===== config.mk =====
export PLATFORM = sky130hd
export DESIGN_NAME = current_loop_pressure_averager_flat
export DESIGN_NICKNAME = d
export VERILOG_FILES = /design/src/rtl/core/cpa_pkg.sv /design/src/rtl/core/cpa_if.sv /design/src/rtl/core/cpa_div.sv /design/src/rtl/core/cpa_ring.sv /design/src/rtl/core/current_loop_pressure_averager.sv /design/src/flat_wrapper.sv
export SDC_FILE = /design/constraint.sdc
export NUM_CORES = 1
export LEC_CHECK = 0
export BUFFER_PORTS_ARGS = -buffer_cell sky130_fd_sc_hd__buf_2
export CAP_MARGIN = 20
export CORE_ASPECT_RATIO = 1.1
export CORE_MARGIN = 2
export CORE_UTILIZATION = 52
export CTS_BUF_LIST = sky130_fd_sc_hd__clkbuf_16
export CTS_CLUSTER_DIAMETER = 60
export DETAILED_ROUTE_END_ITERATION = 12
export GPL_TIMING_DRIVEN = 0
export PLACE_DENSITY_LB_ADDON = 0.15
export SYNTH_ARGS = -nofsm -noshare
export SYNTH_HDL_FRONTEND = slang
export SYNTH_SLANG_ARGS = --single-unit

===== constraint.sdc =====
create_clock -name clk -period 11.92 [get_ports clk]
set_input_delay 2.384 -clock clk [delete_from_list [all_inputs] [get_ports clk]]
set_output_delay 2.384 -clock clk [all_outputs]
set_load 0.01 [all_outputs]

===== src/rtl/core/cpa_pkg.sv =====
// ----------------------------------------------------------------------------
// cpa_pkg
// Shared types and constants of the current loop pressure averager: field
// widths, configuration register indexes and the sequencer states.
// ----------------------------------------------------------------------------
package cpa_pkg;

	// Fixed field widths
	localparam int SAMPLE_W   = 12;
	localparam int PRESS_W    = 16;
	localparam int CFG_IDX_W  = 3;
	localparam int CFG_DATA_W = 16;

	// Configuration register indexes
	typedef enum logic [CFG_IDX_W-1:0] {
		REG_PRESSURE_LOW    = 3'd0,
		REG_PRESSURE_HIGH   = 3'd1,
		REG_ADC_LOW         = 3'd2,
		REG_ADC_HIGH        = 3'd3,
		REG_VALID_THRESHOLD = 3'd4
	} cfg_reg_t;

	// Sequencer states
	typedef enum logic [3:0] {
		ST_IDLE,
		ST_MUL,
		ST_PGO,
		ST_PWAIT,
		ST_WRITE,
		ST_SUM,
		ST_DRAIN,
		ST_MEAN,
		ST_MGO,
		ST_MWAIT,
		ST_OUT
	} state_t;

endpackage


===== src/rtl/core/cpa_if.sv =====
// ----------------------------------------------------------------------------
// cpa_sample_if / cpa_result_if
// Valid/ready channels for the ADC sample and for the averaged result.
// ----------------------------------------------------------------------------
interface cpa_sample_if;
	logic                         valid;
	logic                         ready;
	logic [cpa_pkg::SAMPLE_W-1:0] adc_sample;

	modport source (output valid, output adc_sample, input ready);
	modport sink   (input valid, input adc_sample, output ready);
endinterface

interface cpa_result_if;
	logic                        valid;
	logic                        ready;
	logic [cpa_pkg::PRESS_W-1:0] pressure;
	logic [cpa_pkg::PRESS_W-1:0] mean_pressure;
	logic                        mean_valid;

	modport source (output valid, output pressure, output mean_pressure,
		output mean_valid, input ready);
	modport sink   (input valid, input pressure, input mean_pressure,
		input mean_valid, output ready);
endinterface


===== src/rtl/core/cpa_div.sv =====
// ----------------------------------------------------------------------------
// cpa_div
// Shared unsigned restoring divider, one quotient bit per cycle. A start
// pulse loads the operands; done pulses once when the quotient is final.
// ----------------------------------------------------------------------------
module cpa_div #(
	parameter int N_W = 28,
	parameter int D_W = 12
) (
	input  logic           clk,
	input  logic           arst_n,
	input  logic           start,
	input  logic [N_W-1:0] dividend,
	input  logic [D_W-1:0] divisor,
	output logic           done,
	output logic [N_W-1:0] quotient
);

	localparam int CW = $clog2(N_W + 1);

	logic [D_W:0]   rem_q;
	logic [N_W-1:0] quo_q;
	logic [D_W-1:0] dsr_q;
	logic [CW-1:0]  cnt_q;
	logic           busy_q;
	logic           done_q;

	logic [D_W:0]   rem_sh;
	logic           ge;
	logic [D_W:0]   rem_nx;

	// Shift in the next dividend bit and try the subtraction
	always_comb begin
		rem_sh = {rem_q[D_W-1:0], quo_q[N_W-1]};
		ge     = (rem_sh >= {1'b0, dsr_q});
		rem_nx = ge ? (rem_sh - {1'b0, dsr_q}) : rem_sh;
	end

	// Iteration control
	always_ff @(posedge clk or negedge arst_n) begin
		if (!arst_n) begin
			cnt_q  <= '0;
			busy_q <= 1'b0;
			done_q <= 1'b0;
		end else begin
			done_q <= 1'b0;
			if (start) begin
				cnt_q  <= CW'(N_W);
				busy_q <= 1'b1;
			end else if (busy_q) begin
				cnt_q <= cnt_q - 1'b1;
				if (cnt_q == CW'(1)) begin
					busy_q <= 1'b0;
					done_q <= 1'b1;
				end
			end
		end
	end

	// Remainder and quotient datapath
	always_ff @(posedge clk) begin
		if (start) begin
			rem_q <= '0;
			quo_q <= dividend;
			dsr_q <= divisor;
		end else if (busy_q) begin
			rem_q <= rem_nx;
			quo_q <= {quo_q[N_W-2:0], ge};
		end
	end

	assign done     = done_q;
	assign quotient = quo_q;

endmodule


===== src/rtl/core/cpa_ring.sv =====
// ----------------------------------------------------------------------------
// cpa_ring
// Ring of recent pressures: one write port, one registered read port. Each
// entry has a valid bit cleared at reset; an entry never written reads zero.
// ----------------------------------------------------------------------------
module cpa_ring #(
	parameter int DEPTH = 16,
	parameter int IDX_W = 4
) (
	input  logic                        clk,
	input  logic                        arst_n,
	input  logic                        we,
	input  logic [IDX_W-1:0]            waddr,
	input  logic [cpa_pkg::PRESS_W-1:0] wdata,
	input  logic [IDX_W-1:0]            raddr,
	output logic [cpa_pkg::PRESS_W-1:0] rdata
);

	logic [cpa_pkg::PRESS_W-1:0] mem [DEPTH];
	logic [DEPTH-1:0]            vld_q;
	logic [cpa_pkg::PRESS_W-1:0] rd_s1;
	logic                        rd_vld_s1;

	// Write entries
	always_ff @(posedge clk) begin
		if (we) begin
			mem[waddr] <= wdata;
		end
	end

	// Track written entries
	always_ff @(posedge clk or negedge arst_n) begin
		if (!arst_n) begin
			vld_q <= '0;
		end else if (we) begin
			vld_q[waddr] <= 1'b1;
		end
	end

	// Registered read
	always_ff @(posedge clk) begin
		rd_s1     <= mem[raddr];
		rd_vld_s1 <= vld_q[raddr];
	end

	assign rdata = rd_vld_s1 ? rd_s1 : '0;

endmodule


===== src/rtl/core/current_loop_pressure_averager.sv =====
// ----------------------------------------------------------------------------
// current_loop_pressure_averager
// Scales a 4-20 mA loop ADC sample to pressure and averages recent pressures
// above a threshold.
// ----------------------------------------------------------------------------
// One sample is taken at a time: while a sample is in work, sample.ready is
// low. The time a sample takes is set by two passes through the shared
// bit-serial divider (one for the linear scaling, one for the mean) and one
// read sweep over the sample ring; the mean pass is skipped when no ring
// entry lies above the threshold. The result sits in an output register, so
// the next sample can be taken while the result waits. Configuration writes
// are registered and must be made while the block is idle.
// ----------------------------------------------------------------------------
module current_loop_pressure_averager #(
	parameter int RING_DEPTH = 16,
	parameter int ADC_BITS   = 12
) (
	input  logic                          clk,
	input  logic                          arst_n,
	cpa_sample_if.sink                    sample,
	cpa_result_if.source                  result,
	input  logic                          cfg_we,
	input  logic [cpa_pkg::CFG_IDX_W-1:0] cfg_index,
	input  logic [cpa_pkg::CFG_DATA_W-1:0] cfg_wdata
);

	localparam int PW      = cpa_pkg::PRESS_W;
	localparam int ADC_W   = (ADC_BITS < cpa_pkg::SAMPLE_W) ? ADC_BITS : cpa_pkg::SAMPLE_W;
	localparam int IDX_W   = (RING_DEPTH > 1) ? $clog2(RING_DEPTH) : 1;
	localparam int CNT_W   = $clog2(RING_DEPTH + 1);
	localparam int SUM_W   = PW + CNT_W;
	localparam int PROD_W  = PW + ADC_W;
	localparam int DIV_N_W = (PROD_W > SUM_W) ? PROD_W : SUM_W;
	localparam int DIV_D_W = (ADC_W > CNT_W) ? ADC_W : CNT_W;

	// Configuration registers
	logic [PW-1:0]    p_low_q;
	logic [PW-1:0]    p_high_q;
	logic [ADC_W-1:0] a_low_q;
	logic [ADC_W-1:0] a_high_q;
	logic [PW-1:0]    thr_q;

	// Sequencer and datapath
	cpa_pkg::state_t  state_q;
	cpa_pkg::state_t  state_nx;
	logic [ADC_W-1:0] s_q;
	logic [PROD_W-1:0] prod_q;
	logic [ADC_W-1:0] den_q;
	logic             neg_q;
	logic [PW-1:0]    press_q;
	logic [IDX_W-1:0] wp_q;
	logic [IDX_W-1:0] rd_idx_q;
	logic             rd_vld_s1;
	logic [SUM_W-1:0] sum_q;
	logic [CNT_W-1:0] cnt_q;
	logic [PW-1:0]    held_mean_q;
	logic             mvalid_q;

	// Output register
	logic             res_valid_q;
	logic [PW-1:0]    res_press_q;
	logic [PW-1:0]    res_mean_q;
	logic             res_mvalid_q;

	// Control decodes
	logic             in_ready;
	logic             div_start;
	logic             ring_we;
	logic             sweep;
	logic             out_load;

	// Combinational datapath
	logic             span_empty;
	logic [ADC_W-1:0] s_clamp;
	logic [ADC_W-1:0] s_off;
	logic             p_neg;
	logic [PW-1:0]    p_mag;
	logic [PROD_W-1:0] prod_c;
	logic [PW-1:0]    quo16;
	logic [PW-1:0]    press_c;
	logic [PW-1:0]    ring_rdata;

	logic [DIV_N_W-1:0] div_dividend;
	logic [DIV_D_W-1:0] div_divisor;
	logic               div_done;
	logic [DIV_N_W-1:0] div_quo;

	// Configuration writes; indexes beyond the list are dropped
	always_ff @(posedge clk or negedge arst_n) begin
		if (!arst_n) begin
			p_low_q  <= '0;
			p_high_q <= PW'(1);
			a_low_q  <= '0;
			a_high_q <= '1;
			thr_q    <= '0;
		end else if (cfg_we) begin
			unique case (cfg_index)
				cpa_pkg::REG_PRESSURE_LOW:    p_low_q  <= cfg_wdata[PW-1:0];
				cpa_pkg::REG_PRESSURE_HIGH:   p_high_q <= cfg_wdata[PW-1:0];
				cpa_pkg::REG_ADC_LOW:         a_low_q  <= cfg_wdata[ADC_W-1:0];
				cpa_pkg::REG_ADC_HIGH:        a_high_q <= cfg_wdata[ADC_W-1:0];
				cpa_pkg::REG_VALID_THRESHOLD: thr_q    <= cfg_wdata[PW-1:0];
				default: ;
			endcase
		end
	end

	// Clamp the sample and form the scaling product
	always_comb begin
		span_empty = (a_high_q <= a_low_q);
		if (s_q < a_low_q) begin
			s_clamp = a_low_q;
		end else if (s_q > a_high_q) begin
			s_clamp = a_high_q;
		end else begin
			s_clamp = s_q;
		end
		s_off  = s_clamp - a_low_q;
		p_neg  = (p_high_q < p_low_q);
		p_mag  = p_neg ? (p_low_q - p_high_q) : (p_high_q - p_low_q);
		prod_c = p_mag * s_off;
	end

	// Apply the truncated offset with the sign of the slope
	always_comb begin
		quo16   = div_quo[PW-1:0];
		press_c = neg_q ? (p_low_q - quo16) : (p_low_q + quo16);
	end

	// Feed the shared divider: scaling pass or mean pass
	always_comb begin
		if (state_q == cpa_pkg::ST_MGO) begin
			div_dividend = DIV_N_W'(sum_q);
			div_divisor  = DIV_D_W'(cnt_q);
		end else begin
			div_dividend = DIV_N_W'(prod_q);
			div_divisor  = DIV_D_W'(den_q);
		end
	end

	cpa_div #(
		.N_W (DIV_N_W),
		.D_W (DIV_D_W)
	) u_div (
		.clk      (clk),
		.arst_n   (arst_n),
		.start    (div_start),
		.dividend (div_dividend),
		.divisor  (div_divisor),
		.done     (div_done),
		.quotient (div_quo)
	);

	cpa_ring #(
		.DEPTH (RING_DEPTH),
		.IDX_W (IDX_W)
	) u_ring (
		.clk    (clk),
		.arst_n (arst_n),
		.we     (ring_we),
		.waddr  (wp_q),
		.wdata  (press_c),
		.raddr  (rd_idx_q),
		.rdata  (ring_rdata)
	);

	// Next state
	always_comb begin
		state_nx = state_q;
		unique case (state_q)
			cpa_pkg::ST_IDLE:  if (sample.valid) state_nx = cpa_pkg::ST_MUL;
			cpa_pkg::ST_MUL:   state_nx = cpa_pkg::ST_PGO;
			cpa_pkg::ST_PGO:   state_nx = cpa_pkg::ST_PWAIT;
			cpa_pkg::ST_PWAIT: if (div_done) state_nx = cpa_pkg::ST_WRITE;
			cpa_pkg::ST_WRITE: state_nx = cpa_pkg::ST_SUM;
			cpa_pkg::ST_SUM: begin
				if (rd_idx_q == IDX_W'(RING_DEPTH - 1)) state_nx = cpa_pkg::ST_DRAIN;
			end
			cpa_pkg::ST_DRAIN: state_nx = cpa_pkg::ST_MEAN;
			cpa_pkg::ST_MEAN: begin
				state_nx = (cnt_q != '0) ? cpa_pkg::ST_MGO : cpa_pkg::ST_OUT;
			end
			cpa_pkg::ST_MGO:   state_nx = cpa_pkg::ST_MWAIT;
			cpa_pkg::ST_MWAIT: if (div_done) state_nx = cpa_pkg::ST_OUT;
			cpa_pkg::ST_OUT:   if (out_load) state_nx = cpa_pkg::ST_IDLE;
			default:           state_nx = cpa_pkg::ST_IDLE;
		endcase
	end

	// State decodes
	always_comb begin
		in_ready  = (state_q == cpa_pkg::ST_IDLE);
		div_start = (state_q == cpa_pkg::ST_PGO) || (state_q == cpa_pkg::ST_MGO);
		ring_we   = (state_q == cpa_pkg::ST_WRITE);
		sweep     = (state_q == cpa_pkg::ST_SUM);
		out_load  = (state_q == cpa_pkg::ST_OUT) && (!res_valid_q || result.ready);
	end

	// Control registers
	always_ff @(posedge clk or negedge arst_n) begin
		if (!arst_n) begin
			state_q     <= cpa_pkg::ST_IDLE;
			wp_q        <= '0;
			rd_idx_q    <= '0;
			rd_vld_s1   <= 1'b0;
			sum_q       <= '0;
			cnt_q       <= '0;
			held_mean_q <= '0;
			mvalid_q    <= 1'b0;
			res_valid_q <= 1'b0;
		end else begin
			state_q   <= state_nx;
			rd_vld_s1 <= sweep;

			// Advance the ring write pointer and restart the sweep
			if (ring_we) begin
				wp_q     <= (wp_q == IDX_W'(RING_DEPTH - 1)) ? '0 : wp_q + 1'b1;
				rd_idx_q <= '0;
				sum_q    <= '0;
				cnt_q    <= '0;
			end
			if (sweep && rd_idx_q != IDX_W'(RING_DEPTH - 1)) begin
				rd_idx_q <= rd_idx_q + 1'b1;
			end

			// Accumulate qualifying entries
			if (rd_vld_s1 && ring_rdata > thr_q) begin
				sum_q <= sum_q + SUM_W'(ring_rdata);
				cnt_q <= cnt_q + 1'b1;
			end

			if (state_q == cpa_pkg::ST_MEAN) begin
				mvalid_q <= (cnt_q != '0);
			end
			if (state_q == cpa_pkg::ST_MWAIT && div_done) begin
				held_mean_q <= div_quo[PW-1:0];
			end

			// Hold the result until the transaction completes
			if (out_load) begin
				res_valid_q <= 1'b1;
			end else if (result.ready) begin
				res_valid_q <= 1'b0;
			end
		end
	end

	// Payload registers
	always_ff @(posedge clk) begin
		if (sample.valid && in_ready) begin
			s_q <= sample.adc_sample[ADC_W-1:0];
		end
		if (state_q == cpa_pkg::ST_MUL) begin
			prod_q <= span_empty ? '0 : prod_c;
			den_q  <= span_empty ? ADC_W'(1) : (a_high_q - a_low_q);
			neg_q  <= p_neg;
		end
		if (ring_we) begin
			press_q <= press_c;
		end
		if (out_load) begin
			res_press_q  <= press_q;
			res_mean_q   <= held_mean_q;
			res_mvalid_q <= mvalid_q;
		end
	end

	assign sample.ready         = in_ready;
	assign result.valid         = res_valid_q;
	assign result.pressure      = res_press_q;
	assign result.mean_pressure = res_mean_q;
	assign result.mean_valid    = res_mvalid_q;

	// Divider finishes only while the sequencer waits for it
	a_done_in_wait: assert property (@(posedge clk) disable iff (!arst_n)
		div_done |-> (state_q == cpa_pkg::ST_PWAIT || state_q == cpa_pkg::ST_MWAIT))
		else $error("divider done outside a wait state");

	// Qualifying count never exceeds the ring depth
	a_cnt_bound: assert property (@(posedge clk) disable iff (!arst_n)
		cnt_q <= CNT_W'(RING_DEPTH))
		else $error("qualifying count beyond ring depth");

	// An accepted transaction starts the scaling step
	a_accept_start: assert property (@(posedge clk) disable iff (!arst_n)
		(sample.valid && sample.ready) |=> (state_q == cpa_pkg::ST_MUL))
		else $error("accepted sample did not start scaling");

endmodule


===== src/flat_wrapper.sv =====
// flat-port wrapper written by rule: the top's interface ports become plain ports
module current_loop_pressure_averager_flat 
#(
	parameter int RING_DEPTH = 16,
	parameter int ADC_BITS   = 12
)
  (clk, arst_n, cfg_we, cfg_index, cfg_wdata, sample_valid, sample_adc_sample, sample_ready, result_valid, result_pressure, result_mean_pressure, result_mean_valid, result_ready);
  cpa_sample_if sample_i ();
  cpa_result_if result_i ();
  input  logic clk;
  input  logic arst_n;
  input  logic cfg_we;
  input  logic [cpa_pkg::CFG_IDX_W-1:0] cfg_index;
  input  logic [cpa_pkg::CFG_DATA_W-1:0] cfg_wdata;
  input wire logic [$bits(sample_i.valid)-1:0] sample_valid;
  input wire logic [$bits(sample_i.adc_sample)-1:0] sample_adc_sample;
  output wire logic [$bits(sample_i.ready)-1:0] sample_ready;
  output wire logic [$bits(result_i.valid)-1:0] result_valid;
  output wire logic [$bits(result_i.pressure)-1:0] result_pressure;
  output wire logic [$bits(result_i.mean_pressure)-1:0] result_mean_pressure;
  output wire logic [$bits(result_i.mean_valid)-1:0] result_mean_valid;
  input wire logic [$bits(result_i.ready)-1:0] result_ready;
  assign sample_i.valid = sample_valid;
  assign sample_i.adc_sample = sample_adc_sample;
  assign sample_ready = sample_i.ready;
  assign result_valid = result_i.valid;
  assign result_pressure = result_i.pressure;
  assign result_mean_pressure = result_i.mean_pressure;
  assign result_mean_valid = result_i.mean_valid;
  assign result_i.ready = result_ready;
  current_loop_pressure_averager #(.RING_DEPTH(RING_DEPTH), .ADC_BITS(ADC_BITS)) u_core (.clk(clk), .arst_n(arst_n), .sample(sample_i), .result(result_i), .cfg_we(cfg_we), .cfg_index(cfg_index), .cfg_wdata(cfg_wdata));
endmodule

==> results.md, run 1 <==
- In the final layout, flip-flops and latches occupy 16400 µm².
- The multi-input combinational cells in the finished layout cover a total of roughly 16000 µm².
- The synthesized design contains 579 register bits.
- From left edge to right edge, the die measures approximately 250 µm.
- Counting I/O delays and the setup requirement, the final critical path takes 11000 ps.
- After clock tree synthesis, the flow added hold-fix buffers numbering 0.
- The nature of the critical path endpoint is a register.
- The insertion delay of the later-clocked pin in the worst-skew pair is about 630 ps.
- The critical-path cell with the highest stage delay is sky130_fd_sc_hd__dfstp_2.
- The routed metal-1 wire length is about 38000 µm.
- The critical path starts at u_core.a_high_q[9].
- The cell repeated most along the worst path is sky130_fd_sc_hd__fa_1.
- At the worst endpoint, the required time is 12320 ps.
- The synthesized instance count is 3042.
- The max-slew violation count is 0.
- The clock root buffer master is sky130_fd_sc_hd__clkbuf_16.
- The largest single stage delay on the critical path is 570 ps.
- The HPWL after detailed placement is 73500 µm.
- In the routed layout, each cell is associated on average with a via count of 5.84.
- The worst register-to-register path ends at u_core.prod_q[25].
- The die covers 68100 µm².
- In the final layout, the share of cells above drive strength 1 is 0.117.
- Synthesis instantiated between 90 and 100 different standard cells from the library.
- The final antenna diode count is 0.
- The number of buffers inserted to repair setup after CTS is 0.
- The first global-routing pass estimated ~150000 µm of wire.
- The number of failing setup endpoints in the final timing report is 0.
- The average instance area after synthesis is roughly 11 µm².
- In this run the number of H-tree levels came out at 3.
- For the worst flop-to-flop path, the logic depth is 41.
- The number of nets produced by synthesis is approximately 3400.
- In this run, the number of DRC markers left after iteration 0 of detailed routing was 1736.
- For the pin with the worst max-slew slack, the measured transition is around 1100 ps.
- The total vias in the final route is 24000.
- The synthesis-to-finish area growth is 11.9%.
- For the worst setup path, the data arrival time is 11410 ps.
- In this run the cell area of the synthesized design comes to 34300 µm².
- Setup repair after global routing left no endpoint under its margin.
- The remaining number of nets flagged by the antenna check after routing is 0.
- The final net count is 3604.
- The effective utilization at floorplan is 0.527.
- The highest metal layer carrying signal wires in the routed design is met5.
- Port buffering added 70 buffers.
- Entering global routing, the biggest net connects roughly 110 pins.
- The worst relative slew slack is 0.237.
- Once the clock tree was built, the resizer swapped 0 gates to a different size.
- The placeable core area is about 65000 µm².
- The DRC violations left is 0.
- The number of ports placed on the die boundary is 71.
- The tool flagged a number of max-cap violations equal to 0.
- The wire length reported by the detailed router is 97200 µm.
- STA classifies the critical path startpoint as a register.
- TritonCTS built the clock tree.
- The setup path with the least slack is of type register to register.
- Counting every sink on the clock net gives 579.
- The remaining global-route overflow is 0.
- In the finished design, the share of the clock period the worst path needs comes to 0.923.
- Summed over all nets, wire length on met3 after detailed routing comes to around 5300 µm.
- After filler insertion, the fill cell instance count of the layout stands at 5421.
- Clock skew on the completed layout was measured at around 30 ps.
- The worst setup path endpoint is u_core.prod_q[25].
- The worst path setup slack after routing is approximately 920 ps.
- The proportion of register bits with asynchronous set or reset after synthesis is 0.263.
- In this run the deepest clock path goes through 3 buffers.
- The number of global-route vias before repair was 24800.
- The number of instances on the worst hold path is 0.
- The run finished with clean final reports.
- The number of clock buffers inserted by TritonCTS is 66.
- With fillers left out, the area of the finished cells amounts to 38400 µm².
- Routability-driven placement finished with a final weighted congestion of 0.946.
- The main flop type after synthesis is sky130_fd_sc_hd__edfxtp_1.
- Derived from the worst setup path, the maximum achievable clock frequency is 0.0909 GHz.
- The initialized floorplan defines between 90 and 100 standard-cell rows.
- Once placement finished, the instance area stood at 36300 µm².
- Yosys printed 0 warnings.
- Summed over all failing endpoints, the final setup total negative slack is 0 ps.
- After clock tree synthesis, the clock-pin slew on the worst setup and hold paths is 60 ps.
- The die is 273 µm tall.
- The launch point of the worst reg-to-reg path is u_core.a_high_q[9].
- Setup slack on the worst reg-to-reg path comes out at roughly 920 ps.
- In the final routed layout, each cell accounts on average for 23.6 µm.
- The number of antenna violations at the first check in global routing was 3.
- Of the synthesized area, sequential elements account for 0.476.
- The worst min-delay path class is register to register.
- The largest driver fanout on the critical path is 10.
- The aggregate global-route resource usage is 0.291.
- The total met2 wirelength after detailed routing is about 48000 µm.
- The number of synthesized flops with an enable pin is 398.
- The count of final hold-check violations is 0.
- The pre-CTS setup slack is approximately 600 ps.
- For this run, the detailed router's first-pass iteration total came to 6.
-- metrics by stage --
stage	hold WS, ps	util	instances
6_report	411	0.590	4111
5_1_grt	411	0.590	4111
4_1_cts	410	0.590	4109
3_5_place_dp	405	0.558	3989
3_3_place_gp	403	0.549	3962
2_1_floorplan	400	-	3042
-- Yosys cell counts, drive strengths merged (18+ instances only) --
library cell | count | area (µm²)
a21o | 56 | 423
a21oi | 125 | 629
a221oi | 19 | 173
and2 | 37 | 231
buf | 22 | 136
clkbuf | 102 | 405
dfrtp | 139 | 3480
dfxtp | 29 | 581
edfxtp | 398 | 12000
fa | 147 | 2940
ha | 212 | 2650
inv | 315 | 1180
mux2 | 50 | 563
mux2i | 100 | 1000
mux4 | 34 | 766
nand2 | 300 | 1130
nand2b | 47 | 294
nand3 | 65 | 325
nand4 | 20 | 125
nor2 | 149 | 559
nor2b | 39 | 244
nor3 | 41 | 205
o21a | 18 | 135
o21ai | 231 | 1160
or2 | 28 | 175
xnor2 | 64 | 561
xor2 | 35 | 307
-- critical path: cells and delay by family (launching register included) --
| kind | cells | cell delay (ps) |
|---|---|---|
| adders and majority gates | 9 | 3840 |
| AOI/OAI and AO/OA | 18 | 3770 |
| buffers and inverters | 9 | 1680 |
| and+or+nand+nor | 4 | 690 |
| DFF | 1 | 570 |
| muxes | 1 | 220 |
-- cells in the final DEF, fill, tap and decap left out, types with 50 or more instances in the layout --
cell	n
sky130_fd_sc_hd__edfxtp_1	398
sky130_fd_sc_hd__inv_1	332
sky130_fd_sc_hd__nand2_1	300
sky130_fd_sc_hd__o21ai_0	230
sky130_fd_sc_hd__ha_1	212
sky130_fd_sc_hd__fa_1	147
sky130_fd_sc_hd__dfrtp_1	139
sky130_fd_sc_hd__nor2_1	138
sky130_fd_sc_hd__a21oi_1	123
sky130_fd_sc_hd__mux2i_1	99
sky130_fd_sc_hd__clkbuf_1	98
sky130_fd_sc_hd__buf_2	74
sky130_fd_sc_hd__clkbuf_16	66
sky130_fd_sc_hd__nand3_1	65
sky130_fd_sc_hd__xnor2_1	55
sky130_fd_sc_hd__a21o_1	54
sky130_fd_sc_hd__mux2_2	50
-- cell type report --
| class | instances | share of cell area |
|---|---|---|
| Clock buffer | 66 | 0.0430 |
| Timing Repair Buffer | 99 | 0.0211 |
| Sequential cell | 579 | 0.425 |
| Buffer | 124 | 0.0141 |
| Clock inverter | 54 | 0.0113 |
| Inverter | 315 | 0.0308 |
| Multi-Input combinational cell | 2024 | 0.427 |
| Tap cell | 850 | 0.0277 |
-- sequential cells by signal, indices dropped and copies added, names as in the netlist, 16 cells and up --
| name | cells |
|---|---|
| u_core.u_ring.vld_q | 16 |
| u_core.prod_q | 28 |
| u_core.press_q | 16 |
| u_core.result.pressure | 16 |
| u_core.held_mean_q | 16 |
| u_core.p_high_q | 16 |
| u_core.sum_q | 21 |
| u_core.p_low_q | 16 |
| u_core.u_ring.rd_s1 | 16 |
| u_core.u_ring.mem | 256 |
| u_core.thr_q | 16 |
| u_core.u_div.quotient | 28 |
| u_core.result.mean_pressure | 16 |
-- worst min path at each step --
stage	slack, ps	startpoint	endpoint
6_report	410	u_core.press_q[10]	u_core.result.pressure[10]
5_1_grt	410	u_core.press_q[4]	u_core.result.pressure[4]
4_1_cts	410	u_core.press_q[4]	u_core.result.pressure[4]
3_5_place_dp	400	u_core.press_q[10]	u_core.result.pressure[10]
3_3_place_gp	400	u_core.press_q[9]	u_core.result.pressure[9]
2_1_floorplan	400	u_core.press_q[0]	u_core.result.pressure[0]
-- routing by layer --
metal  vias up  GRT usage
met5         -          0
met1     12000      0.356
li1      11000          -
met3       232     0.0460
met4         4      0.161
met2       770      0.496
-- cells by family after synthesis --
| logic type | share of synthesized area |
|---|---|
| multiplexers | 0.0680 |
| buffers and inverters | 0.0502 |
| flip-flops | 0.476 |
| AND/OR/NAND/NOR | 0.109 |
| XOR/XNOR | 0.0253 |
| adder cells (fa/ha/maj) | 0.163 |
| AO/OA/AOI/OAI | 0.109 |
Power of run 1 is left out: the tool's default activity adds up to more than one toggle a clock period on the data nets, which glitch-free logic cannot reach.
==> run 2, diff against run 1 <==
- CTS_BUF_LIST: sky130_fd_sc_hd__clkbuf_16 -> not set
==> run 2 against run 1 <==
Final area rose by 0.19%. Sequential share of layout area decreased by 0.080 points. Maximum frequency is essentially flat.
==> results.md, run 2 (same netlist as run 1, synthesis figures left out) <==
- The post-CTS clock slew at the launch and capture registers of the worst setup and hold paths is about 60 ps.
- The die outline area is 68100 µm².
- The flip-flop count of the largest register after layout is 256.
- The tree is rooted in a sky130_fd_sc_hd__clkbuf_16.
- In this design, the critical path's most frequently occurring cell is sky130_fd_sc_hd__fa_1.
- In this run the worst path has a maximum fanout of 10.
- Counting both buffers and inverters, the worst setup path holds a total of 9.
- The final layout contains routed wiring with a total length of around 100000 µm.
- The critical-path cell with the highest stage delay is sky130_fd_sc_hd__dfstp_2.
- The kind of critical path is register to register.
- CTS saw 579 sinks.
- The count of final hold-check violations came to 0.
- The flow ran to the end, and the final reports show no timing, DRC or antenna violations.
- The nature of the critical path endpoint is a register.
- In the final layout, the share of cells above drive strength 1 is 0.119.
- The setup slack of the most critical reg-to-reg path is between 900 and 1000 ps.
- The clock passes through at most 3 buffers.
- The post-detailed-route wirelength per cell is 23.6 µm.
- The area occupied by registers is 16400 µm².
- The number of buffers inserted to repair setup after CTS is 0.
- STA puts the critical path data required time at 12320 ps.
- The depth of the CTS H-tree is 3.
- The endpoint of the most critical register-to-register path is u_core.prod_q[25].
- The worst pin sits at a relative slew slack of 0.238.
- The final critical delay including setup and external delays is 11010 ps.
- The path with the worst hold slack has its endpoint at u_core.result.pressure[10].
- The total number of placement rows is 98.
- The arrival time reported for the critical path endpoint is 11410 ps.
- The number of global-route vias before repair is 24800.
- The worst path meets setup with approximately 910 ps of slack.
- The tool flagged a number of max-cap violations equal to 0.
- The kind of cell with the highest combined delay along the critical path is adder cells.
- The number of ports placed on the die boundary is 71.
- In this run, CTS created clock tree buffers numbering 66.
- The final net count is 3604.
- The multi-input combinational cell area is between 15000 and 20000 µm².
- In this run, the number of DRC markers left after iteration 0 of detailed routing was 1769.
- Routability-driven placement finished with a final weighted congestion of 0.946.
- The count of nets left with antenna violations once routing finished came out at 0.
- The max-slew violation count is 0.
- Counting flops per register, the top entry is u_core.u_ring.mem.
- The startpoint identified for the worst hold timing path is u_core.press_q[10].
- The worst min-delay path class is register to register.
- The worst hold path passes through 0 cells.
- In the layout the commonest cells are 398 x sky130_fd_sc_hd__edfxtp_1, 314 x sky130_fd_sc_hd__inv_1, 300 x sky130_fd_sc_hd__nand2_1.
- In this run the tool buffered the top-level ports with 70 buffer cells.
- The number of failing setup endpoints in the final timing report is 0.
- The pre-CTS setup slack is 601 ps.
- Summed over all failing endpoints, the final setup total negative slack is 0 ps.
- For this run, design rule violations remaining after detail routing come to 0.
- The TritonCTS clock tree is built.
- The wire-length estimate of the detail-placed layout is 73500 µm.
- The part of the cycle the worst path needs is 0.923.
- The effective utilization at floorplan is 0.527.
- The insertion delay of the later-clocked pin in the worst-skew pair is 630 ps.
- The height of the die is between 200 and 300 µm.
- The total of cells resized after clock tree synthesis is 0.
- The number of antenna violations at the first check in global routing is 3.
- In the global route stage, overall resource usage came out at 0.291.
- Counting cells, the worst reg-to-reg path comes to 41.
- The tightest hold path in the finished design has a slack of 408 ps.
- The remaining global-route overflow is 0.
- The horizontal extent of the die is around 250 µm.
- The first global-routing pass estimated 148000 µm of wire.
- The launch point of the worst reg-to-reg path is u_core.a_high_q[9].
- The maximum cell stage delay along the critical path is 570 ps.
- The final clock skew is 28.5 ps.
- In this run, post-CTS hold repair placed 0 buffers.
- The placeable core area is 65100 µm².
- The detailed router placed 24000 vias in this run.
- The slew at the pin closest to its max-slew limit is 1130 ps.
- The launching element type of the critical path is a register.
- Setup repair after global routing left no endpoint under its margin.
- Static timing analysis puts the maximum clock frequency at 0.0909 GHz.
- Relative to the synthesized area, the layout overhead comes to 12.2%.
- The layout has around 5400 filler cells.
- The pin count of the biggest net entering global routing is 114.
- After detailed routing, the number of vias per cell comes to just under 6.
- The detailed-routing iteration count for the pre-antenna-repair pass is 5.
- The most common library cell in the layout ignoring fill and taps is sky130_fd_sc_hd__edfxtp_1.
-- run 2: cell types whose count changed in the layout (fill, tap and decap cells not counted) --
cell,before,now
sky130_fd_sc_hd__inv_1,332,314
sky130_fd_sc_hd__clkbuf_8,2,9
sky130_fd_sc_hd__clkinv_1,14,9
sky130_fd_sc_hd__inv_2,3,1
sky130_fd_sc_hd__diode_2,0,1
sky130_fd_sc_hd__clkbuf_1,98,116
-- run 2: per-layer routing --
layer  share of wire  track usage  vias up
met5         0.00028            0        -
met4           0.060        0.161        4
met3           0.055       0.0460      229
met2            0.49        0.495      788
met1            0.40        0.357    12000
li1                -            -    11000
-- run 2: how the worst max path moves through the flow --
stage	startpoint	depth (start not counted)	slack, ps	to
after CTS	u_core.a_high_q[9]	40	570	u_core.prod_q[25]
after floorplan	u_core.a_high_q[9]	40	2770	u_core.prod_q[25]
after detailed placement	u_core.a_high_q[11]	40	600	u_core.prod_q[25]
after global placement	u_core.a_high_q[11]	40	690	u_core.prod_q[25]
final	u_core.a_high_q[9]	41	910	u_core.prod_q[25]
after global routing	u_core.a_high_q[9]	41	170	u_core.prod_q[25]
-- run 2: stage by stage --
step                      std cells  instance area (µm²)   util
after global placement         3962                35700  0.549
after global routing           4111                38500  0.591
after detailed placement       3989                36300  0.558
final                          4112                38500  0.591
after floorplan                3042                34300      -
after CTS                      4109                38500  0.591
-- run 2: final cells by class --
cell class | count | share of cell area
clock inverter | 29 | 0.00881
tap | 850 | 0.0276
inverter | 315 | 0.0307
timing repair buffer | 99 | 0.0211
multi-input combinational | 2024 | 0.426
clock buffer | 91 | 0.0472
sequential | 579 | 0.425
buffer | 124 | 0.0141
antenna | 1 | 0.0000650
Power of run 2 is left out for the same reason.
